### src/rtl/jet_pkg.sv
// Shared types, constants and helper functions of the Julia escape-time iterator.
package jet_pkg;

  localparam int COORD_BITS = 12;
  localparam int ITER_BITS  = 16;

  localparam int Q_W       = 32;
  localparam int C_W       = 31;
  localparam int MAXIT_W   = 16;
  localparam int CFG_IDX_W = 2;
  localparam int CFG_DAT_W = 32;
  localparam int FRAC_BITS = 28;
  localparam int PROD_W    = 2 * Q_W;
  localparam int MAP_W     = COORD_BITS + 22;

  localparam int STEP_X = 419649;
  localparam int STEP_Y = 746345;
  localparam int OFF_X  = 348966093;
  localparam int OFF_Y  = 322122547;

  localparam logic [PROD_W-1:0] ESCAPE_LIM = PROD_W'(64'd1 << 58);
  localparam logic [MAXIT_W-1:0] MAX_ITER_RST = MAXIT_W'(256);

  localparam int QDEPTH = 2;
  localparam int QPTR_W = $clog2(QDEPTH);
  localparam int QCNT_W = $clog2(QDEPTH + 1);

  typedef enum logic [CFG_IDX_W-1:0] {
    CFG_C_REAL   = 2'd0,
    CFG_C_IMAG   = 2'd1,
    CFG_MAX_ITER = 2'd2
  } cfg_idx_e;

  typedef enum logic [1:0] {
    BK_IDLE,
    BK_MUL,
    BK_UPD
  } back_state_e;

  typedef struct packed {
    logic [COORD_BITS-1:0] pixel_x;
    logic [COORD_BITS-1:0] pixel_y;
  } req_t;

  typedef struct packed {
    logic [ITER_BITS-1:0]  iterations;
    logic                  inside_res;
    logic [COORD_BITS-1:0] out_x;
    logic [COORD_BITS-1:0] out_y;
  } res_t;

  typedef struct packed {
    logic signed [Q_W-1:0] zr;
    logic signed [Q_W-1:0] zi;
    logic [COORD_BITS-1:0] px;
    logic [COORD_BITS-1:0] py;
  } start_pt_t;

  function automatic logic signed [Q_W-1:0] sat_q(input logic signed [PROD_W-1:0] v);
    logic signed [Q_W-1:0] r;
    if (v > PROD_W'(64'sh7FFF_FFFF)) begin
      r = {1'b0, {(Q_W-1){1'b1}}};
    end else if (v < -PROD_W'(64'sh8000_0000)) begin
      r = {1'b1, {(Q_W-1){1'b0}}};
    end else begin
      r = Q_W'(v);
    end
    return r;
  endfunction

endpackage

### src/rtl/jet_front.sv
// Front end: accepts pixel requests and maps them to complex start points.
module jet_front (
  input  logic                 start_i,
  input  logic                 full_i,
  input  jet_pkg::req_t        req_i,
  output logic                 push_o,
  output jet_pkg::start_pt_t   entry_o
);

  logic signed [jet_pkg::MAP_W-1:0] px_s;
  logic signed [jet_pkg::MAP_W-1:0] py_s;
  logic signed [jet_pkg::MAP_W-1:0] map_x;
  logic signed [jet_pkg::MAP_W-1:0] map_y;

  always_comb begin
    px_s  = jet_pkg::MAP_W'(req_i.pixel_x);
    py_s  = jet_pkg::MAP_W'(req_i.pixel_y);
    map_x = px_s * jet_pkg::MAP_W'(jet_pkg::STEP_X) - jet_pkg::MAP_W'(jet_pkg::OFF_X);
    map_y = py_s * jet_pkg::MAP_W'(jet_pkg::STEP_Y) - jet_pkg::MAP_W'(jet_pkg::OFF_Y);
  end

  assign push_o      = start_i && !full_i;
  assign entry_o.zr  = jet_pkg::sat_q(jet_pkg::PROD_W'(map_x));
  assign entry_o.zi  = jet_pkg::sat_q(jet_pkg::PROD_W'(map_y));
  assign entry_o.px  = req_i.pixel_x;
  assign entry_o.py  = req_i.pixel_y;

endmodule

### config.mk
export PLATFORM = sky130hd
export DESIGN_NAME = jet_front
export DESIGN_NICKNAME = d
export VERILOG_FILES = /design/src/rtl/jet_pkg.sv /design/src/rtl/jet_front.sv
export SDC_FILE = /design/constraint.sdc
export NUM_CORES = 1
export LEC_CHECK = 0
export BUFFER_PORTS_ARGS = -buffer_cell sky130_fd_sc_hd__buf_2
export CAP_MARGIN = 20
export CORE_ASPECT_RATIO = 1.5
export CORE_MARGIN = 2
export CORE_UTILIZATION = 57
export DETAILED_ROUTE_END_ITERATION = 8
export PLACE_DENSITY = 0.82
export SYNTH_ARGS = -nofsm -noshare
export SYNTH_HDL_FRONTEND = slang
export SYNTH_SLANG_ARGS = --single-unit
### constraint.sdc
create_clock -name vclk -period 8.2
set_input_delay 1.64 -clock vclk [all_inputs]
set_output_delay 1.64 -clock vclk [all_outputs]
set_load 0.05 [all_outputs]
==> summary.txt, run 1 <==
Status
  • Status: finished with violations
  • Failing checks: setup timing

Timing
  • Crit share post-route: 107%
  • RSZ-0062 raised after global routing: yes
  • Worst rel slew slack: between 40% and 50%
  • Hold_ws: about 3600 ps
  • Period minus WS final: just under 9000 ps
  • Endpoints failing hold: 0
  • F_max: about 110 MHz
  • Setup violations, final: 36
  • Final Max Tran Viols: 0
  • Slew @ Worst Pin: 765 ps
  • Final worst slack: -573 ps

Die
  • Core area: approximately 16,000 um2
  • Number of I/O pins: between 100 and 150
  • Initial core utilization: between 50% and 60%
  • Die Ht: between 150 and 200 um
  • Die ar.: 17,700 um2
  • Die W: ~110 um
  • Cell row count: 57

Critical path
  • Worst-path fanout max: 6
  • CP most frequent cell: inv_1
  • Worst EP required: around 6600 ps
  • CP Data Arrival Time: roughly 7100 ps
  • CP Depth: 21
  • CP delay by family, top: adder cells
  • Crit path buf inv count: 7
  • Crit path largest cell delay: 580 ps
  • Setup crit end: entry_o[50]
  • Slowest cell on crit path: fa_2
  • Cell chain of the critical path: buf_2 > ha_4 > inv_4 > fa_2 > fa_1 > inv_1 > fa_1 > inv_1 > fa_2 > inv_1 > ha_4 > a21o_1 > a31oi_1 > o21ai_2 > a311oi_2 > nor2_2 > o41ai_4 > xnor2_4 > buf_12 > maj3_4 > buf_6
  • CP startpoint: req_i[3]
  • CP endpoint kind: primary output
  • Critical path type: input port to primary output
  • Startpoint Class: input port

Cells and area
  • Share of layout cells above drive strength 1: around 34%
  • Nets@finish: between 1,500 and 2,000
  • Finished Core Util: between 70% and 80%
  • Ant. Diodes: 0
  • Register area: 0 um2
  • Clock buffer count: 0
  • Seq_cells: 0
  • Layout area overhead: 32.3%

Placement
  • Pre-CTS setup slack: -599 ps
  • Port Buffer Count: between 100 and 150
  • GPL Wtd Cong: between 0.9 and 1
  • Hpwl dp: 24.7 mm

GRT
  • Global-route wire length before repair: 50.8 mm
  • All-Layer GR Usage: 37.6%
  • Total gr overflow: 0
  • Initial antenna violation count: 0
  • Largest net degree at the start of global routing: 20
  • Number of global-route vias before repair: slightly above 10,000

Synthesis
  • Synthesized net count: between 1,000 and 1,500
  • Yosys top cell by area: fa_1
  • Mapped Cells: 1,103
  • Post-synthesis sequential area ratio: 0%
  • Syn Area/Cell: approximately 8.6 um2
  • Warnings, synthesis: 0
  • Netlist cell types: 63
  • Synth top area share: 27.9%
  • Mapped Area: around 9500 um2
  • Synth top area cells: fa_1, ha_1, inv_1

Drt
  • TritonRoute pass-1 iters: 5
  • DRT iter0 DRCs: approximately 850
  • Routed length per placed instance: 23.0 um
  • DRT antenna net count: 0
  • DRC Markers: 0
  • WL final: 36.2 mm
  • Vias per Instance: around 6.0
  • DR vias: 9,549

Flow run
  • Max Cap Viol: 0

Worst hold path
  • Worst min path class: input port to primary output
-- through the flow --
stage	setup TNS (ps)	std cells	cell area (um2)
finish	-15710	1579	12500
global route	-19740	1579	12500
CTS	-755	1564	12000
detailed placement	-13730	1550	11400
global placement	-7970	1550	11400
floorplan	-21.8	1103	9500
-- cells in the final DEF (no fill, tap or decap), types with 7 or more instances in the layout --
master and count:
a21oi_2 10, inv_2 25, maj3_2 30, o211ai_1 7, a21oi_1 36, nor3_1 16
nor2_1 32, a21o_1 21, o21a_1 7, fa_2 12, nand2_1 39, buf_8 10
o21ai_0 17, ha_4 25, ha_1 179, xor2_1 15, o21ai_1 7, buf_4 194
buf_2 67, xnor2_1 39, inv_1 284, nand3_1 9, fa_1 120, nand4_1 11
buf_6 36
-- logic make-up (layout without fill, tap and decap cells) --
| group | count (synthesis) | count (layout) | synth area share (%) |
|---|---|---|---|
| AO/OA/AOI/OAI | 165 | 165 | 11.8 |
| XOR/XNOR | 59 | 59 | 5.53 |
| adder cells (fa/ha/maj) | 371 | 371 | 59.0 |
| buffers and inverters | 355 | 625 | 15.6 |
| multiplexers | 1 | 1 | 0.106 |
| AND/OR/NAND/NOR | 152 | 152 | 7.97 |
-- metal layers --
layer	global-route usage, %	vias to the layer above	wire length (um)
li1	-	4067	-
met1	32.3	4510	10600
met2	66.5	632	17800
met3	13.9	338	3340
met4	31.8	2	4490
met5	2.08	-	38
-- cell type report --
| cell class | count | area [um2] |
|---|---|---|
| Multi-Input combinational cell | 748 | 8630 |
| Tap cell | 206 | 258 |
| Fill cell | 912 | 3720 |
| Timing Repair Buffer | 313 | 2480 |
| Inverter | 312 | 1180 |
-- timing repair --
action / 4_1_cts / 5_1_grt
setup endpoints to repair: 39 / 43
pin swaps: 56 / 56
setup buffers: 14 / 12
cloned: 0 / 3
hold buffers: 0 / 0
gates resized for setup: 137 / 97
-- synthesized netlist by cell type, types with 4 or more instances --
cell	n
a31oi_1	7
nand3_1	10
ha_1	208
buf_2	7
maj3_2	30
and3_1	4
xnor2_1	42
o21a_1	7
inv_1	311
nand2b_1	5
buf_6	4
a221oi_1	4
nand2_1	40
a211o_1	5
nand4_1	11
a21o_1	21
xor2_1	16
fa_1	132
clkbuf_1	4
nor3_1	19
buf_4	28
o21ai_0	23
a21oi_1	46
a211oi_1	7
o211ai_1	7
nor2b_1	4
and2_1	6
o21bai_1	6
nor2_1	34
nand3b_1	4
-- worst min path at each step --
stage,from,to,cells after the start
2_1_floorplan,req_i[0],entry_o[0],1
3_3_place_gp,full_i,push_o,3
3_5_place_dp,full_i,push_o,3
4_1_cts,full_i,push_o,3
5_1_grt,full_i,push_o,3
6_report,full_i,push_o,3
Power of run 1 is not shown: default switching activity piles up to over one toggle a cycle in this logic, so the estimate is an artifact.
==> run 2, diff against run 1 <==
- ABC_AREA: unset -> 1
- ABC_CLOCK_PERIOD_IN_PS: unset -> 8200
- PLACE_DENSITY: 0.82 -> 0.81
- REMOVE_ABC_BUFFERS: unset -> 1
==> summary.txt, run 2 <==
Cells and area
  • Nets@finish: 2,097 (was 1,741)
  • Register area: 0 um2 (unchanged)
  • Layout area overhead: 31.9% (was 32.3%)
  • Commonest non-fill, non-tap cell in the layout: inv_1 (unchanged)
  • Seq_cells: 0 (unchanged)
  • Ant. Diodes: 0 (unchanged)
  • Clock buffer count: 0 (unchanged)
  • Share of layout cells above drive strength 1: 29.1% (was 33.5%)
  • Finished Core Util: 76.0% (was 77.1%)
  • Filler cells: 1,201 (was 912)
  • Most frequent cells in the layout: inv_1, nand2_1, ha_1 (was inv_1, buf_4, ha_1)
  • Post-route insts no fill: 1,946 (was 1,579)

GRT
  • Total gr overflow: 0 (unchanged)
  • Global-route wire length before repair: 48.9 mm (was 50.8 mm)
  • Number of global-route vias before repair: 10,600 (was 10,200)
  • Initial antenna violation count: 0 (unchanged)
  • All-Layer GR Usage: 32.3% (was 37.6%)
  • Largest net degree at the start of global routing: 22 (was 20)

Die
  • Die ar.: 19,100 um2 (was 17,700 um2)
  • Initial core utilization: 57.6% (was 58.3%)
  • Die Ht: 168 um (was 162 um)
  • Die W: 113 um (was 109 um)
  • Number of I/O pins: 115 (unchanged)
  • Cell row count: 60 (was 57)
  • Core area: 17,800 um2 (was 16,300 um2)

Synthesis
  • Yosys top cell by area: fa_1 (unchanged)
  • Warnings, synthesis: 0 (unchanged)
  • Synth top area share: 25.8% (was 27.9%)
  • Mapped Area: 10,200 um2 (was 9480 um2)
  • Syn Area/Cell: 6.90 um2 (was 8.60 um2)
  • Post-synth top cells: inv_1, nand2_1, ha_1, fa_1, nor2_1 (was inv_1, ha_1, fa_1, a21oi_1, xnor2_1)
  • Mapped Cells: 1,486 (was 1,103)
  • Post-synthesis sequential area ratio: 0% (unchanged)
  • Synth top area cells: fa_1, ha_1, inv_1 (unchanged)
  • Netlist cell types: 37 (was 63)
  • Most frequent cell after synthesis: inv_1 (unchanged)

Drt
  • DR vias: 10,600 (was 9,549)
  • DRC Markers: 0 (unchanged)
  • TritonRoute pass-1 iters: 5 (unchanged)
  • WL final: 34.5 mm (was 36.2 mm)
  • DRT antenna net count: 0 (unchanged)
  • DRT iter0 DRCs: 658 (was 852)
  • Vias per Instance: 5.44 (was 6.05)
  • Routed length per placed instance: 17.8 um (was 23.0 um)

Status
  • Status: finished with violations (unchanged)
  • Failing checks: setup timing (unchanged)

Timing
  • RSZ-0062 raised after global routing: yes (unchanged)
  • Endpoints failing hold: 0 (unchanged)
  • Setup violations, final: 18 (was 36)
  • Slew @ Worst Pin: 517 ps (was 765 ps)
  • Period minus WS final: 8250 ps (was 8770 ps)
  • Final Max Tran Viols: 0 (unchanged)
  • Crit share post-route: 101% (was 107%)
  • Final worst slack: -46.7 ps (was -573 ps)
  • Worst rel slew slack: 65.1% (was 48.6%)
  • F_max: 121 MHz (was 114 MHz)

Worst hold path
  • Worst Hold Path EP: push_o (unchanged)
  • Hold Crit Start: full_i (unchanged)
  • Hold Path Depth: 3 (unchanged)
  • Worst min path class: input port to primary output (unchanged)

Placement
  • GPL Wtd Cong: 1.03 (was 0.967)
  • Port Buffer Count: 115 (unchanged)
  • Hpwl dp: 26.4 mm (was 24.7 mm)
  • Placed Cells: 1,929 (was 1,550)

Critical path
  • CP Data Arrival Time: 6610 ps (was 7130 ps)
  • CP delay by family, top: adder cells (unchanged)
  • CP Depth: 32 (was 21)
  • Startpoint Class: input port (unchanged)
  • Worst-path fanout max: 6 (unchanged)
  • Crit path largest cell delay: 570 ps (was 580 ps)
  • CP endpoint kind: primary output (unchanged)
  • Critical path type: input port to primary output (unchanged)
  • Crit path buf inv count: 9 (was 7)
  • Worst EP required: 6560 ps (about the same)
  • Slowest cell on crit path: fa_1 (was fa_2)

Flow run
  • Max Cap Viol: 0 (unchanged)
-- run 2: cell types whose count changed in the layout (fill, tap and decap cells not counted), sizes merged, moves of 17 or more --
| cell | before | now |
|---|---|---|
| buf | 311 | 272 |
| maj3 | 31 | 0 |
| nand3 | 10 | 62 |
| nor2 | 34 | 91 |
| nand2 | 40 | 379 |
| xor2 | 16 | 33 |
| o21ai | 29 | 7 |
| inv | 310 | 443 |
| xnor2 | 43 | 7 |
-- run 2: area by class of cell --
| type | instances | area (um2) | area share [%] |
|---|---|---|---|
| multi-input cells | 1012 | 9430 | 69.8 |
| repair buffers | 274 | 2150 | 15.9 |
| inverters | 443 | 1670 | 12.3 |
| well taps | 217 | 272 | 2.01 |
-- run 2: worst max path at each step --
stage	start	end	slack (ps)
global route	req_i[10]	entry_o[30]	-190
CTS	req_i[10]	entry_o[37]	-10
floorplan	req_i[10]	entry_o[35]	-210
detailed placement	req_i[6]	entry_o[37]	-320
finish	req_i[10]	entry_o[29]	-50
global placement	req_i[6]	entry_o[35]	-240
-- run 2: kinds of logic (layout without fill, tap and decap cells) --
kind of cell,after synthesis,in the layout,share of synthesized area (%)
compound gates,69,69,3.88
xor+xnor,40,40,3.42
fa+ha+maj,340,340,51.2
buf+inv,474,717,18.5
simple gates,563,563,23.0
-- run 2: what timing repair did --
action,in CTS,in global routing
buffers inserted,0,13
resized for setup,122,236
hold buffers,0,0
pin swaps,9,106
gates cloned,2,2
setup endpoints to repair,31,35
-- run 2: metal layers --
| layer | share of wire [%] | track usage, % | wire (um) | up-vias |
|---|---|---|---|---|
| li1 | - | - | - | 4877 |
| met1 | 32 | 30.4 | 11000 | 4984 |
| met2 | 53 | 65.4 | 18400 | 488 |
| met3 | 4.2 | 1.44 | 1470 | 231 |
| met4 | 11 | 21.0 | 3720 | 0 |
| met5 | 0 | 0 | 0 | - |
-- run 2: stage by stage --
stage / worst slack, ps / setup TNS [ps] / hold WS [ps] / cell area, um2
after floorplan: -207 / -4480 / 3280 / 10000
after global placement: -239 / -7090 / 3580 / 12000
after detailed placement: -319 / -9340 / 3580 / 12000
after CTS: -14.9 / -54.1 / 3580 / 12500
after global routing: -190 / -5040 / 3600 / 13500
final: -46.7 / -411 / 3580 / 13500
Power of run 2 is left out for the same reason.
