`src/rtl/jet_pkg.sv`:
```
// Shared types, constants and helper functions of the Julia escape-time iterator.
package jet_pkg;

  localparam int COORD_BITS = 12;
  localparam int ITER_BITS  = 16;

  localparam int Q_W       = 32;
  localparam int C_W       = 31;
  localparam int MAXIT_W   = 16;
  localparam int CFG_IDX_W = 2;
  localparam int CFG_DAT_W = 32;
  localparam int FRAC_BITS = 28;
  localparam int PROD_W    = 2 * Q_W;
  localparam int MAP_W     = COORD_BITS + 22;

  localparam int STEP_X = 419649;
  localparam int STEP_Y = 746345;
  localparam int OFF_X  = 348966093;
  localparam int OFF_Y  = 322122547;

  localparam logic [PROD_W-1:0] ESCAPE_LIM = PROD_W'(64'd1 << 58);
  localparam logic [MAXIT_W-1:0] MAX_ITER_RST = MAXIT_W'(256);

  localparam int QDEPTH = 2;
  localparam int QPTR_W = $clog2(QDEPTH);
  localparam int QCNT_W = $clog2(QDEPTH + 1);

  typedef enum logic [CFG_IDX_W-1:0] {
    CFG_C_REAL   = 2'd0,
    CFG_C_IMAG   = 2'd1,
    CFG_MAX_ITER = 2'd2
  } cfg_idx_e;

  typedef enum logic [1:0] {
    BK_IDLE,
    BK_MUL,
    BK_UPD
  } back_state_e;

  typedef struct packed {
    logic [COORD_BITS-1:0] pixel_x;
    logic [COORD_BITS-1:0] pixel_y;
  } req_t;

  typedef struct packed {
    logic [ITER_BITS-1:0]  iterations;
    logic                  inside_res;
    logic [COORD_BITS-1:0] out_x;
    logic [COORD_BITS-1:0] out_y;
  } res_t;

  typedef struct packed {
    logic signed [Q_W-1:0] zr;
    logic signed [Q_W-1:0] zi;
    logic [COORD_BITS-1:0] px;
    logic [COORD_BITS-1:0] py;
  } start_pt_t;

  function automatic logic signed [Q_W-1:0] sat_q(input logic signed [PROD_W-1:0] v);
    logic signed [Q_W-1:0] r;
    if (v > PROD_W'(64'sh7FFF_FFFF)) begin
      r = {1'b0, {(Q_W-1){1'b1}}};
    end else if (v < -PROD_W'(64'sh8000_0000)) begin
      r = {1'b1, {(Q_W-1){1'b0}}};
    end else begin
      r = Q_W'(v);
    end
    return r;
  endfunction

endpackage

```
`src/rtl/jet_queue.sv`:
```
// Short queue of start points between the front end and the iteration engine.
module jet_queue (
  input  logic               clk_i,
  input  logic               rst_ni,
  input  logic               push_i,
  input  jet_pkg::start_pt_t push_data_i,
  input  logic               pop_i,
  output jet_pkg::start_pt_t head_o,
  output logic               full_o,
  output logic               empty_o
);

  jet_pkg::start_pt_t mem_q [jet_pkg::QDEPTH];
  logic [jet_pkg::QPTR_W-1:0] wr_ptr_q, wr_ptr_d;
  logic [jet_pkg::QPTR_W-1:0] rd_ptr_q, rd_ptr_d;
  logic [jet_pkg::QCNT_W-1:0] count_q, count_d;

  function automatic logic [jet_pkg::QPTR_W-1:0] ptr_inc(input logic [jet_pkg::QPTR_W-1:0] p);
    logic [jet_pkg::QPTR_W-1:0] r;
    if (p == jet_pkg::QPTR_W'(jet_pkg::QDEPTH - 1)) begin
      r = '0;
    end else begin
      r = p + 1'b1;
    end
    return r;
  endfunction

  assign full_o  = count_q == jet_pkg::QCNT_W'(jet_pkg::QDEPTH);
  assign empty_o = count_q == '0;
  assign head_o  = mem_q[rd_ptr_q];

  always_comb begin
    wr_ptr_d = push_i ? ptr_inc(wr_ptr_q) : wr_ptr_q;
    rd_ptr_d = pop_i ? ptr_inc(rd_ptr_q) : rd_ptr_q;
    count_d  = count_q;
    if (push_i && !pop_i) begin
      count_d = count_q + 1'b1;
    end else if (pop_i && !push_i) begin
      count_d = count_q - 1'b1;
    end
  end

  always_ff @(posedge clk_i or negedge rst_ni) begin
    if (!rst_ni) begin
      wr_ptr_q <= '0;
      rd_ptr_q <= '0;
      count_q  <= '0;
    end else begin
      wr_ptr_q <= wr_ptr_d;
      rd_ptr_q <= rd_ptr_d;
      count_q  <= count_d;
    end
  end

  always_ff @(posedge clk_i) begin
    if (push_i) begin
      mem_q[wr_ptr_q] <= push_data_i;
    end
  end

  a_no_push_full: assert property (@(posedge clk_i) disable iff (!rst_ni)
    !(push_i && full_o))
    else $error("Queue written while full.");

  a_no_pop_empty: assert property (@(posedge clk_i) disable iff (!rst_ni)
    !(pop_i && empty_o))
    else $error("Queue read while empty.");

  a_count_range: assert property (@(posedge clk_i) disable iff (!rst_ni)
    count_q <= jet_pkg::QCNT_W'(jet_pkg::QDEPTH))
    else $error("Queue fill count out of range.");

endmodule

```
`config.mk`:
```
export PLATFORM = sky130hd
export DESIGN_NAME = jet_queue
export DESIGN_NICKNAME = d
export VERILOG_FILES = /design/src/rtl/jet_pkg.sv /design/src/rtl/jet_queue.sv
export SDC_FILE = /design/constraint.sdc
export NUM_CORES = 1
export LEC_CHECK = 0
export CORE_ASPECT_RATIO = 2
export CORE_MARGIN = 2
export CORE_UTILIZATION = 40
export DETAILED_ROUTE_END_ITERATION = 10
export DONT_BUFFER_PORTS = 1
export MAX_ROUTING_LAYER = met4
export SLEW_MARGIN = 10
export SYNTH_ARGS = -nofsm -noshare
export SYNTH_HDL_FRONTEND = slang
export SYNTH_SLANG_ARGS = --single-unit
```
`constraint.sdc`:
```
create_clock -name clk_i -period 5.96 [get_ports clk_i]
set_input_delay 0.596 -clock clk_i [delete_from_list [all_inputs] [get_ports clk_i]]
set_output_delay 0.596 -clock clk_i [all_outputs]
set_load 0.03 [all_outputs]
```
==> results.py, run 1 <==
metrics = {
    "run_status": {
        "run_status": "finished clean",
    },
    "floorplanning": {
        "io_pins": 182,
        "die_x_um": 94.62,
        "start_util_pct": 40.58,
        "die_area_um2": 17530,
        "die_h_um": 185.2,
        "row_count": 66,
        "fp.coreArea_um2": 16190,
    },
    "logic_synthesis": {
        "synth_xor_xnor_area_share_pct": 0.6667,
        "synthAdderAreaFrac_pct": 0.1905,
        "yosys_warnings": 0,
        "yosysSeqAreaShare_pct": 81.98,
        "synth_top_family_by_area": "multiplexers",
        "avgSynthCellArea_um2": 22.65,
        "synth.ff_latch_count": 180,
        "yosys.area_share.simple_pct": 0.4000,
        "synth_mux_area_share_pct": 15.66,
        "syn-instance-count": 290,
        "synth_compound_area_share_pct": 0,
        "synth.net_count": 383,
        "ys_types": 13,
        "netlist_area_um2": 6569,
    },
    "cells_and_area": {
        "final_cell_mix": "176 x edfxtp_1, 78 x mux2_2, 17 x clkbuf_16",
        "multi_input_area_um2": 1121,
        "drive_above_1_share_pct": 39.56,
        "final_common_cell": "edfxtp_1",
        "final_nets": 396,
        "n_antenna_cell": 0,
        "fillCellCount": 1398,
        "seq_area_um2": 5389,
        "syn_to_final_growth_pct": 12.80,
    },
    "clock_tree": {
        "cts.sinks": 180,
        "cts.repair.resized": 0,
        "clk_path_buf_depth": 2,
        "clkSlewWorstSetupHoldPaths_ns": 0.06,
        "root_buffer": "clkbuf_16",
        "h-tree-depth": 4,
        "cts_hold_buf": 1,
        "clock_latency_ns": 0.42,
        "numCtsBuffers": 17,
        "post_cts_buffers": 0,
        "cts_tree": "yes",
    },
    "grt": {
        "grt_pass1_vias": 2761,
        "grt_max_degree": 75,
        "antenna_found_initial": 0,
        "grt_overflow_total": 0,
        "grt_usage_pct": 13.76,
        "grt_pass1_wl_mm": 16.12,
    },
    "power_and_ir_drop": {
        "ir_drop_uv": 276.7,
        "p_total_w": 0.004119,
        "p_leak_nw": 2.449,
        "powerDensity_nw_per_um2": 555.8,
    },
    "setup_path": {
        "reg2reg_slack_ns": 3.54,
        "r2r-end": "mem_q[0][15]",
        "start_kind": "flip-flop",
        "startpoint": "rd_ptr_q",
        "cp-end-kind": "primary output",
        "r2r-start": "wr_ptr_q",
        "cp.required_ns": 5.36,
        "cp-endpoint": "head_o[85]",
        "arrival_ns": 2.44,
        "critical_path_class": "flip-flop to primary output",
        "critPathMaxFanout": 74,
        "worstRegToRegCells": 2,
    },
    "sta": {
        "rsz0062_at_grt": "false",
        "fmax_mhz": 329.6,
        "period_needed_ns": 3.034,
        "fin_crit_sh_pct": 50.91,
        "worstMarginPinSlew_ns": 1.067,
        "setup_tns_ns": 0,
        "slew_viol_final": 0,
        "fin_skew_ns": 0.005202,
        "hold_viol_final": 0,
        "max-slew-margin-rel_pct": 28.85,
        "setup_viol": 0,
    },
    "drt": {
        "drc": 0,
        "antenna_left": 0,
        "totalWireLength_mm": 11.70,
        "drt-pass1-iter-count": 4,
        "num_vias": 2632,
        "viasPerCell": 5.062,
        "first_iter_violations": 177,
        "wire_per_inst_um": 22.51,
    },
    "place": {
        "io_buffers": 0,
        "gp_congestion": 0.7468,
    },
    "hold_path": {
        "worstHoldPathType": "input pin to flip-flop",
    },
    "job": {
        "cap_violations": 0,
    },
}
[worst min path at each step]
stage                  to  slack (ns)  startpoint  depth (start not counted)
4_1_cts          rd_ptr_q        0.22       pop_i                          1
2_1_floorplan  count_q[0]        0.30      rst_ni                          0
5_1_grt          rd_ptr_q        0.22       pop_i                          1
3_3_place_gp     wr_ptr_q        0.30      rst_ni                          0
3_5_place_dp   count_q[1]        0.30      rst_ni                          0
6_report         rd_ptr_q        0.25       pop_i                          1
[sequential cells by signal, summed over array words and instances, names as in the netlist]
register	flops
mem_q	176
rd_ptr_q	1
count_q	2
wr_ptr_q	1
[metal layers]
layer / GRT usage (%) / up-vias / routed length, µm
li1: - / 1171 / -
met1: 11.51 / 1339 / 3399
met2: 24.77 / 108 / 7108
met3: 5.940 / 14 / 913
met4: 7.130 / 0 / 282
met5: - / - / 0
[synthesized netlist by cell type]
cell        n  area (µm²)
mux2_2     78       878.3
buf_2       7       35.03
mux2_4     10       150.1
buf_6       3       33.78
xnor2_1     1       8.760
dfrtp_1     4       100.1
and2_1      1       6.260
edfxtp_1  176        5285
inv_1       1       3.750
xor2_1      4       35.03
nor2_1      2       7.510
ha_1        1       12.51
nor2b_1     2       12.51
[kinds of logic (layout without fill, tap and decap cells)]
logic type / after synthesis / count (layout)
adder cells (fa/ha/maj): 1 / 1
multiplexers: 88 / 88
buffers and inverters: 11 / 37
AND/OR/NAND/NOR: 5 / 5
XOR/XNOR: 5 / 5
flip-flops: 180 / 180
[through the flow]
step | utilization [%] | hold WS, ns | cells | worst slack, ns | instance area [µm²]
2_1_floorplan | - | 0.3004 | 290 | 0.9787 | 6569
3_3_place_gp | 41.96 | 0.3006 | 487 | 3.390 | 6792
3_5_place_dp | 41.96 | 0.3006 | 487 | 3.310 | 6792
4_1_cts | 45.78 | 0.2247 | 520 | 2.878 | 7410
5_1_grt | 45.78 | 0.2205 | 520 | 2.781 | 7410
6_report | 45.78 | 0.2530 | 520 | 2.926 | 7410
[power by group]
part | switching, W | internal [W] | total (W) | leakage, nW
clock network | 0.000454 | 0.000665 | 0.00112 | 0.293
logic | 0.000898 | 0.000337 | 0.00124 | 0.459
registers | 0.0000789 | 0.00168 | 0.00176 | 1.70
[critical path: stages (launching register included)]
cell     delay (ns)
dfrtp_4        0.57
buf_4          0.78
mux2_2         0.52
[area by class of cell]
class	instances	area share, %
multi-input cells	99	15.13
clock buffers	18	5.792
inverters	1	0.05066
repair buffers	4	0.4390
well taps	204	3.445
flip-flops and latches	180	72.73
clock inverters	14	2.415
No activity file was read; power rests on OpenSTA's default activity.
==> run 2, diff against run 1 <==
==> constraint.sdc (replaced) <==
create_clock -name clk_i -period 2.5 [get_ports clk_i]
set_input_delay 0.25 -clock clk_i [delete_from_list [all_inputs] [get_ports clk_i]]
set_output_delay 0.25 -clock clk_i [all_outputs]
set_load 0.03 [all_outputs]
==> run 2 against run 1 <==
Effect of this change: utilization increased by 6.1 points; clock-buffer cell count unchanged; register-to-register slack got worse by 2.5 ns; clock skew about the same; sequential share of layout area decreased by 8.5 points; highest routed layer unchanged.
==> results.py, run 2 (same netlist as run 1, synthesis figures left out) <==
metrics = {
    "run_status": {
        "run_status": "finished clean",
    },
    "clock_tree": {
        "clk_path_buf_depth": 2,
        "cts.repair.resized": 0,
        "h-tree-depth": 4,
        "cts_tree": "yes",
        "root_buffer": "clkbuf_16",
        "numCtsBuffers": 17,
        "cts.sinks": 180,
        "clkSlewWorstSetupHoldPaths_ns": 0.06,
        "clock_latency_ns": 0.42,
    },
    "floorplanning": {
        "io_pins": 182,
        "die_area_um2": 17530,
        "die_x_um": 94.62,
        "row_count": 66,
        "start_util_pct": 40.58,
        "fp.coreArea_um2": 16190,
        "die_h_um": 185.2,
    },
    "setup_path": {
        "r2r-end": "mem_q[0][68]",
        "arrival_ns": 1.93,
        "startpoint": "rd_ptr_q",
        "critical_path_class": "flip-flop to primary output",
        "r2r-start": "wr_ptr_q",
        "cp-end-kind": "primary output",
        "worstRegToRegCells": 2,
        "start_kind": "flip-flop",
        "cp.required_ns": 2.25,
        "cp-endpoint": "head_o[78]",
        "critPathMaxFanout": 36,
        "reg2reg_slack_ns": 1.06,
    },
    "power_and_ir_drop": {
        "powerDensity_nw_per_um2": 1209,
        "p_sw_w": 0.003483,
        "p_int_w": 0.006666,
        "power.share.clock_pct": 27.5,
        "p_leak_nw": 2.859,
        "pwr-share-comb_pct": 30.4,
        "seq_power_share_pct": 42.1,
        "switching_share_pct": 34.32,
        "ir_drop_uv": 971.2,
    },
    "place": {
        "dp_hpwl_mm": 7.798,
        "io_buffers": 0,
        "place_ws_ns": 0.7599,
        "gp_congestion": 0.7916,
    },
    "cells_and_area": {
        "drive_above_1_share_pct": 30.96,
        "final_nets": 487,
        "final_common_cell": "edfxtp_1",
        "top_register": "mem_q",
        "largest_reg_flops": 176,
        "fillCellCount": 1329,
        "syn_to_final_growth_pct": 27.81,
        "final_cell_mix": "176 x edfxtp_1, 91 x dlygate4sd3_1, 78 x mux2_2",
        "reg.largest.list": "mem_q x176, count_q x2",
    },
    "grt": {
        "antenna_found_initial": 3,
        "grt_max_degree": 89,
        "grt_pass1_vias": 3200,
        "grt_overflow_total": 0,
        "grt_usage_pct": 14.25,
        "grt_pass1_wl_mm": 17.19,
    },
    "sta": {
        "period_needed_ns": 2.176,
        "fmax_mhz": 459.6,
        "worstMarginPinSlew_ns": 0.5827,
        "slew_viol_final": 0,
        "worst_slack_ns": 0.3241,
        "setup_viol": 0,
        "max-slew-margin-rel_pct": 61.07,
        "hold_viol_final": 0,
        "rsz0062_at_grt": "false",
        "fin_skew_ns": 0.005647,
        "fin_crit_sh_pct": 87.04,
        "setup_tns_ns": 0,
    },
    "drt": {
        "first_iter_violations": 146,
        "totalWireLength_mm": 12.19,
        "drt-pass1-iter-count": 4,
        "viasPerCell": 4.850,
        "num_vias": 2978,
        "antenna_left": 0,
        "drc": 0,
        "wire_per_inst_um": 19.85,
    },
    "job": {
        "cap_violations": 0,
    },
    "hold_path": {
        "worstHoldPathType": "input pin to flip-flop",
    },
}
run 2: changes by cell type in the layout (fill, tap and decap cells not counted), moves of 2 or more:
cell           change
dlygate4sd3_1     +90
buf_12             +4
buf_4              -3
diode_2            +3
inv_6              +3
clkinv_4           -2
run 2: through the flow:
| stage | cell area, µm² | hold WS [ns] | std cells | total power [W] | utilization, % |
|---|---|---|---|---|---|
| after global placement | 6849 | -0.04542 | 488 | 0.007292 | 42.32 |
| after CTS | 8388 | 0.05875 | 611 | 0.01029 | 51.82 |
| final | 8396 | 0.07843 | 614 | 0.01015 | 51.87 |
| after global routing | 8396 | 0.07703 | 614 | 0.01053 | 51.87 |
| after detailed placement | 6849 | -0.04547 | 488 | 0.007337 | 42.32 |
| after floorplan | 6578 | -0.04559 | 290 | 0.006888 | - |
run 2: cell type report:
cell class                      count  area [µm²]  share of cell area, %
Timing Repair Buffer               95       991.0                  11.80
Multi-Input combinational cell     99        1121                  13.35
Clock buffer                       18       429.2                  5.112
Antenna cell                        3       7.507                0.08942
Sequential cell                   180        5389                  64.19
Tap cell                          204       255.2                  3.040
Clock inverter                     14       198.9                  2.370
Inverter                            1       3.754                0.04471
run 2: worst min-delay path by stage:
stage | from | to | slack (ns) | cells past startpoint
final | push_i | count_q[0] | 0.08 | 2
after global routing | push_i | count_q[0] | 0.08 | 2
after CTS | push_i | count_q[0] | 0.06 | 2
after detailed placement | rst_ni | count_q[1] | -0.05 | 0
after global placement | rst_ni | count_q[1] | -0.05 | 0
after floorplan | rst_ni | count_q[0] | -0.05 | 0
run 2: power by group through the flow:
stage | Sequential, W | Clock [W] | Combinational (W)
finish | 0.00427 | 0.00280 | 0.00308
global route | 0.00432 | 0.00298 | 0.00322
CTS | 0.00428 | 0.00287 | 0.00314
detailed placement | 0.00435 | 0 | 0.00299
global placement | 0.00432 | 0 | 0.00297
floorplan | 0.00418 | 0 | 0.00271
run 2: metal layers:
metal,routed length [µm],global-route usage (%),vias up
met2,7297,26.27,103
met1,3994,12.95,1498
met3,571,3.743,19
met5,0,-,-
li1,-,-,1358
met4,323,7.362,0
run 2: what timing repair did:
| action | in CTS | in global routing |
|---|---|---|
| hold endpoints to repair | 182 | 0 |
| hold buffers | 91 | 0 |
| setup buffers | 0 | 0 |
run 2: critical path, cell delays in order (launching register included):
cell and delay [ns]:
dfrtp_4 0.73, buf_12 0.27, mux2_2 0.46
